$ cat src/rtl/dfd_pkg.sv
// ----------------------------------------------------------------------------
// dfd_pkg
// shared constants and types of the deauthentication flood detector
// ----------------------------------------------------------------------------
`default_nettype none

package dfd_pkg;

  localparam int TRACKED_SOURCES = 16;
  localparam int IDX_W = (TRACKED_SOURCES > 1) ? $clog2(TRACKED_SOURCES) : 1;

  localparam logic [3:0]  MGMT_DISASSOC = 4'd10;
  localparam logic [3:0]  MGMT_DEAUTH   = 4'd12;
  localparam logic [15:0] COUNT_MAX     = 16'hFFFF;

  localparam logic [15:0] THRESHOLD_RESET  = 16'd10;
  localparam logic [31:0] WINDOW_RESET     = 32'd1000;

  localparam int CFG_INDEX_W = 8;
  localparam logic [CFG_INDEX_W-1:0] REG_ALERT_THRESHOLD = 8'd0;
  localparam logic [CFG_INDEX_W-1:0] REG_WINDOW_LENGTH   = 8'd1;

  typedef struct packed {
    logic [3:0]  frame_subtype;
    logic [47:0] source_mac;
    logic [31:0] now_ms;
  } frame_t;

  typedef struct packed {
    logic        alert;
    logic        flood_kind;
    logic [15:0] frames_in_window;
    logic [47:0] alert_source;
  } result_t;

  typedef struct packed {
    logic [CFG_INDEX_W-1:0] index;
    logic [31:0]            data;
  } cfg_write_t;

  typedef struct packed {
    logic [47:0] mac;
    logic [15:0] count;
    logic [31:0] window_start;
    logic        alerted;
  } entry_t;

endpackage

`default_nettype wire

$ cat src/rtl/dfd_intf.sv
// ----------------------------------------------------------------------------
// dfd channel interfaces
// valid/ready channels for frames, results and register writes
// ----------------------------------------------------------------------------
`default_nettype none

interface dfd_frame_if;
  import dfd_pkg::*;
  logic   valid;
  logic   ready;
  frame_t data;
  modport source (output valid, output data, input ready);
  modport sink (input valid, input data, output ready);
endinterface

interface dfd_result_if;
  import dfd_pkg::*;
  logic    valid;
  logic    ready;
  result_t data;
  modport source (output valid, output data, input ready);
  modport sink (input valid, input data, output ready);
endinterface

interface dfd_cfg_if;
  import dfd_pkg::*;
  logic       valid;
  logic       ready;
  cfg_write_t data;
  modport source (output valid, output data, input ready);
  modport sink (input valid, input data, output ready);
endinterface

`default_nettype wire

$ cat src/rtl/deauth_flood_detector.sv
// ----------------------------------------------------------------------------
// deauth_flood_detector
// per-source sliding-window rate detector for deauth/disassoc frames
// ----------------------------------------------------------------------------
// flow: a handled frame is registered, the slot memory is scanned in slot
//   order until its source is found or the last slot is compared, then the
//   chosen entry is updated and the result registered once the output is
//   free; an ignored subtype skips the scan. A frame is taken only in idle;
//   the scan reads one entry per cycle through the single read port
// reset: all slots free, alert_threshold 10, window_length_ms 1000
// ----------------------------------------------------------------------------
`default_nettype none

module deauth_flood_detector (
  input  wire logic     clk,
  input  wire logic     rst,
  dfd_frame_if.sink     frame_in,
  dfd_result_if.source  result_out,
  dfd_cfg_if.sink       cfg
);
  import dfd_pkg::*;

  localparam logic [1:0] ST_IDLE   = 2'd0;
  localparam logic [1:0] ST_SCAN   = 2'd1;
  localparam logic [1:0] ST_UPDATE = 2'd2;

  localparam logic [IDX_W-1:0] LAST_IDX = IDX_W'(TRACKED_SOURCES - 1);

  logic [1:0]  state;
  logic [15:0] alert_threshold;
  logic [31:0] window_length_ms;

  entry_t mem [TRACKED_SOURCES];
  entry_t rd_data;
  logic [TRACKED_SOURCES-1:0] slot_valid;

  logic [IDX_W-1:0] rd_idx;
  logic [IDX_W-1:0] cmp_idx;
  logic             cmp_vld;

  frame_t           frame_q;
  logic             ignore_q;
  logic             hit_q;
  entry_t           ent_q;
  logic [IDX_W-1:0] slot_q;

  logic             free_found;
  logic [IDX_W-1:0] free_idx;
  logic [IDX_W-1:0] victim_idx;
  logic [31:0]      victim_start;

  logic             free_found_next;
  logic [IDX_W-1:0] free_idx_next;
  logic [IDX_W-1:0] victim_idx_next;
  logic [31:0]      victim_start_next;
  logic             hit_now;

  entry_t      base;
  logic        expired;
  logic [15:0] count_base;
  logic        alerted_base;
  logic [15:0] count_new;
  logic        fire;
  entry_t      entry_new;
  logic        out_free;
  logic        frame_xfer;

  assign frame_in.ready = (state == ST_IDLE);
  assign frame_xfer     = frame_in.valid && frame_in.ready;
  assign cfg.ready      = 1'b1;
  assign out_free       = !result_out.valid || result_out.ready;

  // config registers
  always_ff @(posedge clk) begin
    if (rst) begin
      alert_threshold  <= THRESHOLD_RESET;
      window_length_ms <= WINDOW_RESET;
    end else if (cfg.valid) begin
      case (cfg.data.index)
        REG_ALERT_THRESHOLD: alert_threshold  <= cfg.data.data[15:0];
        REG_WINDOW_LENGTH:   window_length_ms <= cfg.data.data;
        default: ;
      endcase
    end
  end

  // slot memory
  always_ff @(posedge clk) begin
    rd_data <= mem[rd_idx];
    if (state == ST_UPDATE && out_free && !ignore_q) begin
      mem[slot_q] <= entry_new;
    end
  end

  // scan compare
  always_comb begin
    hit_now           = slot_valid[cmp_idx] && (rd_data.mac == frame_q.source_mac);
    free_found_next   = free_found;
    free_idx_next     = free_idx;
    victim_idx_next   = victim_idx;
    victim_start_next = victim_start;
    if (!free_found && !slot_valid[cmp_idx]) begin
      free_found_next = 1'b1;
      free_idx_next   = cmp_idx;
    end
    if (cmp_idx == '0 || rd_data.window_start < victim_start) begin
      victim_idx_next   = cmp_idx;
      victim_start_next = rd_data.window_start;
    end
  end

  // update of the selected entry
  always_comb begin
    if (hit_q) begin
      base = ent_q;
    end else begin
      base.mac          = frame_q.source_mac;
      base.count        = '0;
      base.window_start = frame_q.now_ms;
      base.alerted      = 1'b0;
    end
    expired      = (frame_q.now_ms - base.window_start) > window_length_ms;
    count_base   = expired ? 16'd0 : base.count;
    alerted_base = expired ? 1'b0 : base.alerted;
    count_new    = (count_base == COUNT_MAX) ? count_base : count_base + 16'd1;
    fire         = (count_new >= alert_threshold) && !alerted_base;
    entry_new.mac          = base.mac;
    entry_new.count        = count_new;
    entry_new.window_start = expired ? frame_q.now_ms : base.window_start;
    entry_new.alerted      = alerted_base || fire;
  end

  // sequencer
  always_ff @(posedge clk) begin
    if (rst) begin
      state             <= ST_IDLE;
      slot_valid        <= '0;
      result_out.valid  <= 1'b0;
      cmp_vld           <= 1'b0;
      rd_idx            <= '0;
    end else begin
      if (state == ST_UPDATE && out_free) begin
        result_out.valid <= 1'b1;
      end else if (result_out.valid && result_out.ready) begin
        result_out.valid <= 1'b0;
      end
      case (state)
        ST_IDLE: begin
          if (frame_xfer) begin
            frame_q    <= frame_in.data;
            ignore_q   <= (frame_in.data.frame_subtype != MGMT_DEAUTH) &&
                          (frame_in.data.frame_subtype != MGMT_DISASSOC);
            rd_idx     <= '0;
            cmp_vld    <= 1'b0;
            free_found <= 1'b0;
            if ((frame_in.data.frame_subtype != MGMT_DEAUTH) &&
                (frame_in.data.frame_subtype != MGMT_DISASSOC)) begin
              state <= ST_UPDATE;
            end else begin
              state <= ST_SCAN;
            end
          end
        end
        ST_SCAN: begin
          rd_idx  <= (rd_idx == LAST_IDX) ? rd_idx : rd_idx + 1'b1;
          cmp_idx <= rd_idx;
          cmp_vld <= 1'b1;
          if (cmp_vld) begin
            free_found   <= free_found_next;
            free_idx     <= free_idx_next;
            victim_idx   <= victim_idx_next;
            victim_start <= victim_start_next;
            if (hit_now) begin
              hit_q  <= 1'b1;
              ent_q  <= rd_data;
              slot_q <= cmp_idx;
              state  <= ST_UPDATE;
            end else if (cmp_idx == LAST_IDX) begin
              hit_q  <= 1'b0;
              slot_q <= free_found_next ? free_idx_next : victim_idx_next;
              state  <= ST_UPDATE;
            end
          end
        end
        ST_UPDATE: begin
          if (out_free) begin
            if (ignore_q) begin
              result_out.data <= '0;
            end else begin
              slot_valid[slot_q]                <= 1'b1;
              result_out.data.alert            <= fire;
              result_out.data.flood_kind       <= (frame_q.frame_subtype == MGMT_DISASSOC);
              result_out.data.frames_in_window <= count_new;
              result_out.data.alert_source     <= entry_new.mac;
            end
            state <= ST_IDLE;
          end
        end
        default: state <= ST_IDLE;
      endcase
    end
  end

endmodule

`default_nettype wire

$ cat src/flat_wrapper.sv
// flat-port wrapper written by rule: the top's interface ports become plain ports
module deauth_flood_detector_flat import dfd_pkg::*;
  (clk, rst, frame_in_valid, frame_in_data, frame_in_ready, result_out_valid, result_out_data, result_out_ready, cfg_valid, cfg_data, cfg_ready);
  dfd_frame_if frame_in_i ();
  dfd_result_if result_out_i ();
  dfd_cfg_if cfg_i ();
  input  wire logic clk;
  input  wire logic rst;
  input wire logic [$bits(frame_in_i.valid)-1:0] frame_in_valid;
  input wire logic [$bits(frame_in_i.data)-1:0] frame_in_data;
  output wire logic [$bits(frame_in_i.ready)-1:0] frame_in_ready;
  output wire logic [$bits(result_out_i.valid)-1:0] result_out_valid;
  output wire logic [$bits(result_out_i.data)-1:0] result_out_data;
  input wire logic [$bits(result_out_i.ready)-1:0] result_out_ready;
  input wire logic [$bits(cfg_i.valid)-1:0] cfg_valid;
  input wire logic [$bits(cfg_i.data)-1:0] cfg_data;
  output wire logic [$bits(cfg_i.ready)-1:0] cfg_ready;
  assign frame_in_i.valid = frame_in_valid;
  assign frame_in_i.data = frame_in_data;
  assign frame_in_ready = frame_in_i.ready;
  assign result_out_valid = result_out_i.valid;
  assign result_out_data = result_out_i.data;
  assign result_out_i.ready = result_out_ready;
  assign cfg_i.valid = cfg_valid;
  assign cfg_i.data = cfg_data;
  assign cfg_ready = cfg_i.ready;
  deauth_flood_detector u_core (.clk(clk), .rst(rst), .frame_in(frame_in_i), .result_out(result_out_i), .cfg(cfg_i));
endmodule
$ cat config.mk
export PLATFORM = sky130hd
export DESIGN_NAME = deauth_flood_detector_flat
export DESIGN_NICKNAME = d
export VERILOG_FILES = /design/src/rtl/dfd_pkg.sv /design/src/rtl/dfd_intf.sv /design/src/rtl/deauth_flood_detector.sv /design/src/flat_wrapper.sv
export SDC_FILE = /design/constraint.sdc
export NUM_CORES = 2
export LEC_CHECK = 0
export BUFFER_PORTS_ARGS = -buffer_cell sky130_fd_sc_hd__buf_2
export CAP_MARGIN = 20
export CORE_MARGIN = 2
export CORE_UTILIZATION = 50
export CTS_CLUSTER_DIAMETER = 150
export DETAILED_ROUTE_END_ITERATION = 10
export GPL_TIMING_DRIVEN = 0
export PLACE_DENSITY_LB_ADDON = 0.05
export SKIP_CTS_REPAIR_TIMING = 1
export SYNTH_ARGS = -nofsm -noshare
export SYNTH_HDL_FRONTEND = slang
export SYNTH_SLANG_ARGS = --single-unit
$ cat constraint.sdc
create_clock -name clk -period 12.99 [get_ports clk]
set_clock_uncertainty 0.1 [all_clocks]
set_input_delay 2.598 -clock clk [delete_from_list [all_inputs] [get_ports clk]]
set_output_delay 2.598 -clock clk [all_outputs]
set_load 0.005 [all_outputs]
Yosys cells after proc, flatten, opt, wreduce, memory -nomap -nowiden:

Memories as Yosys holds them, arrays and structs flattened. A register that Yosys moved wholly into a read port is not among the register bits.
Index checks and enable logic that the tools add are counted.

* register bits: 370
* RAM bits: 1552
* input bits: 129
* word-level logic and storage cells: 125
* memories: 1

* add/sub/neg operators: 3
* order comparisons: 6
* eq/ne operators: 15
* multiplexer cells: 34
* bitwise logic cells: 3
* reductions and logical operators: 37

Memories
* u_core.mem: words 16, bits a word 97, rd ports 1, clocked after memory_dff 1, write ports 1, RTL line deauth_flood_detector.sv:33 `entry_t mem [TRACKED_SOURCES];`

Operator list (count)
* $mux 97: 1
* $eq 48x48->1: 1
* $gt 32x32->1: 1
* $lt 32x32->1: 1
* $mux 16: 2
* $mux 32: 1
* $sub 32x32->32: 1
* $mux 4: 7
* $reduce_and 4->1: 5
* $add 16x1->16 const B: 1
* $eq 16x16->1 const B: 1
* $ge 16x16->1: 1
* $or 16x16->16: 1
* $reduce_and 3->1: 5
* $eq 4x4->1 const B: 3
* $mux 2: 6
* $mux 1: 11
* $lt 4x5->1 const B: 2
* $logic_and 1x1->1: 9
* $eq 8x1->1 const B: 1
* $logic_not 8->1: 1
* $ne 4x4->1 const B: 2
* $pmux 4 s2: 1
* $reduce_and 2->1: 4
* other kinds (17): 29

Logic depth before layout (Yosys ltp):

* depth after elaboration: 9
* gate-level depth with buffers: 40
* mapped depth without buffers: 37

Worst setup path before layout:

No wires, ideal clock.

* path kind: input-to-reg
* from: input port result_out_ready
* to: memory u_core.mem[0][0] (netlist name) (enable)
* setup time: 674 ps
* data arrival time: 9895 ps
* required time: 12216 ps
* slack: 2322 ps
* stages on the path: 4
* path buffers: 0
* cells stage by stage: nand2b_1 > nand2b_1 > or4_1 > nor3_1

* cells in the longest elaborated chain, start to end: 5

RTL lines
* start, declared: RTL line flat_wrapper.sv:14 `input wire logic [$bits(result_out_i.ready)-1:0] result_out_ready;`
* $logic_or 1x1->1: RTL line deauth_flood_detector.sv:71 `assign out_free = !result_out.valid || result_out.ready;`
* $logic_and 1x1->1 (2 in series): RTL line deauth_flood_detector.sv:90 `if (state == ST_UPDATE && out_free && !ignore_q) begin`
* $mux 1: RTL line deauth_flood_detector.sv:90
* $mux 1 (not written as such): RTL line deauth_flood_detector.sv:91 `mem[slot_q] <= entry_new;`
* end, declared: RTL line deauth_flood_detector.sv:33

Every way passes these cells.

==> results.py <==
metrics = {
    "outcome": {
        "outcome": "completed",
    },
    "cts": {
        "clk_latency_ns": 0.82,
        "htree_levels": 4,
        "path_clk_slew_ns": 0.07,
        "cts_max_path_buffers": 3,
        "cts_tree": "yes",
        "cts_sinks": 2019,
        "cts_buffers": 203,
        "root_buffer": "clkbuf_16",
    },
    "critical_path": {
        "r2r-end": "u_core.mem[14][0]",
        "cp-start-kind": "register",
        "cp_max_fo": 17,
        "critPathCaptureType": "register",
        "cp-startpoint": "u_core.hit_q",
        "r2r_cells": 38,
        "required_ns": 13.30,
        "crit_top_cell": "nor2_1",
        "critPathKind": "reg2reg",
        "slowest_stage": "buf_1",
        "rr_startpoint": "u_core.hit_q",
        "cp_data_arrival_time_ns": 12.32,
        "ff2ff_setup_slack_ns": 0.98,
        "max_stage_delay_ns": 0.90,
    },
    "yosys": {
        "ys_top_cells_by_area": "edfxtp_1 (71%), mux4_2 (14%), dfxtp_1 (4.3%)",
        "synth_edf_count": 1850,
        "syn-num-nets": 4026,
        "synth_seq_cells": 2019,
        "synth-main-ff-cell": "edfxtp_1",
        "ys_types": 72,
        "synth_top_area_share_pct": 71.1,
        "synthCells": 3783,
        "yosysTopAreaCell": "edfxtp_1",
        "yosys_warnings": 0,
        "syn_area_mm2": 0.0781,
        "async_flop_share_pct": 0,
        "yosysSeqAreaShare_pct": 75.5,
        "avgSynthCellArea_um2": 20.6,
    },
    "route": {
        "drt-wirelength-per-cell_um": 31.1,
        "drc_errors": 0,
        "viasPerCell": 5.93,
        "ant_nets": 0,
        "wirelength_um": 207000,
        "drt_iter0_drc": 4212,
        "first_pass_iters": 6,
        "num_vias": 39400,
    },
    "worst_hold_path": {
        "hp-class": "reg2reg",
        "hold_path_depth": 0,
        "worstHoldEndpoint": "u_core.ent_q[33]",
        "hp-start": "u_core.rd_data[33]",
    },
    "sta": {
        "timing.final.crit_share_pct": 92.4,
        "rsz0062_at_grt": "false",
        "worstMarginPinSlew_ns": 1.18,
        "max-slew-margin-rel_pct": 21.6,
        "setup_viol": 0,
        "clock.fmax_ghz": 0.0833,
        "finalHoldViolations": 0,
        "slew_viol_final": 0,
        "worst_slack_ns": 0.984,
        "period_needed_ns": 12.01,
        "hold_slack_ns": 0.305,
    },
    "placement": {
        "io_buffers": 196,
        "dp.cells": 6236,
        "dpl_worst_slack_ns": 0.997,
        "dp_hpwl_um": 141000,
        "gp_congestion": 0.812,
    },
    "job": {
        "cap_violations": 0,
    },
    "die": {
        "rows": 145,
        "ioPinCount": 198,
        "die_x_um": 399,
        "core_area_mm2": 0.156,
        "start_util_pct": 50.2,
        "die_area_mm2": 0.159,
        "dieHeight_um": 399,
    },
    "power_and_ir_drop": {
        "power_density_mw_per_mm2": 147,
        "ir_worst_vdd_uv": 140,
        "sw_frac_of_total_pct": 21.1,
        "seq_power_share_pct": 53.3,
        "p_sw_mw": 2.85,
        "leakage_nw": 30.0,
        "combPwrFrac_pct": 5.0,
        "p_int_mw": 10.6,
        "pwr-share-clk_pct": 41.7,
        "p_total_mw": 13.5,
    },
    "final_layout": {
        "layout_common_cells": "edfxtp_1 (1,850), mux4_2 (486), buf_2 (218), clkbuf_16 (204), dfxtp_1 (169)",
        "drive_gt1_share_pct": 28.7,
        "final_nets": 4662,
        "area_growth_pct": 17.5,
        "insertedDiodeCount": 0,
        "layout.cells.non_filler": 6650,
        "final_common_cell": "edfxtp_1",
    },
    "grt": {
        "overflow": 0,
        "grt_usage_pct": 26.1,
        "antenna_found_initial": 7,
        "grt_first_pass_wirelength_um": 290000,
        "grt_pass1_vias": 39200,
        "grt_max_degree": 35,
    },
}
[power by group through the flow]
| stage | Clock (mW) | Combinational, mW | Sequential (mW) |
|---|---|---|---|
| after CTS | 5.71 | 0.659 | 7.18 |
| after global placement | 0 | 0.610 | 7.33 |
| final | 5.61 | 0.676 | 7.17 |
| after global routing | 5.94 | 0.723 | 7.17 |
| after floorplan | 0 | 0.383 | 7.30 |
| after detailed placement | 0 | 0.656 | 7.31 |
[Yosys cell counts, types with 47 or more instances]
cell type,number
a21oi_1,112
xor2_1,66
inv_1,97
clkbuf_1,104
edfxtp_1,1850
dfxtp_1,169
mux4_2,486
nand2_1,105
nor2_1,163
mux2i_1,47
mux2_2,52
ha_1,113
nor2b_1,53
[routing by layer]
metal	track usage, %	vias up	share of wire [%]
met5	0	-	0
met4	6.70	0	2.4
met3	3.70	270	6.1
met2	42.6	1449	49
met1	37.4	21000	42
li1	-	16700	-
[worst max-delay path: cells and delay by family, from the launching register on]
family | cells | cell delay, ns
AO/OA/AOI/OAI | 14 | 3.93
AND/OR/NAND/NOR | 13 | 3.10
buffers and inverters | 4 | 2.09
adder cells (fa/ha/maj) | 5 | 1.27
multiplexers | 1 | 0.53
flip-flops | 1 | 0.33
XOR/XNOR | 1 | 0.23
[per-stage QoR]
stage	utilization (%)	cell area, um^2	setup TNS [ns]
global placement	52.5	81700	-5973.55
finish	59.0	91800	0
detailed placement	54.7	85100	0
CTS	58.7	91400	0
floorplan	-	78100	0
global route	59.0	91800	0
[kinds of logic (layout without fill, tap and decap cells)]
| kind of cell | count (synthesis) | after routing | share of synthesized area [%] |
|---|---|---|---|
| simple gates | 456 | 456 | 2.83 |
| mux | 589 | 589 | 15.5 |
| xor+xnor | 90 | 90 | 1.01 |
| fa+ha+maj | 114 | 114 | 1.84 |
| other cells | 1 | 1 | 0.00480 |
| buf+inv | 258 | 1067 | 1.30 |
| compound gates | 256 | 256 | 2.07 |
| flops | 2019 | 2019 | 75.5 |
[flip-flops by register name, indices dropped and copies added, names as in the netlist]
register,cells
u_core.free_idx,4
u_core.ignore_q,1
u_core.victim_idx,4
u_core.state,2
u_core.rd_idx,4
u_core.slot_q,4
u_core.rd_data,97
u_core.cmp_idx,4
u_core.window_length_ms,32
u_core.hit_q,1
u_core.victim_start,32
u_core.ent_q,97
u_core.free_found,1
u_core.alert_threshold,16
u_core.result_out.data,66
u_core.frame_q,84
u_core.cmp_vld,1
u_core.slot_valid,16
u_core.result_out.valid,1
u_core.mem,1552
[worst max-delay path by stage]
stage | to | slack (ns) | cells after the start
finish | u_core.mem[14][0] | 0.98 | 38
global route | u_core.mem[6][0] | 0.50 | 38
CTS | u_core.mem[6][0] | 1.00 | 37
detailed placement | u_core.mem[5][0] | 1.0 | 37
global placement | u_core.mem[0][83] | -8.70 | 5
floorplan | u_core.mem[0][0] | 2.32 | 4
[area by class of cell]
class / count / area, um^2
clock inverter: 90 / 708
timing repair buffer: 431 / 4630
tap: 2058 / 2570
sequential: 2019 / 58900
clock buffer: 288 / 5650
multi-input combinational: 1506 / 18300
fill: 11400 / 63900
buffer: 161 / 653
inverter: 97 / 364
No activity file was read; power rests on OpenSTA's default activity.
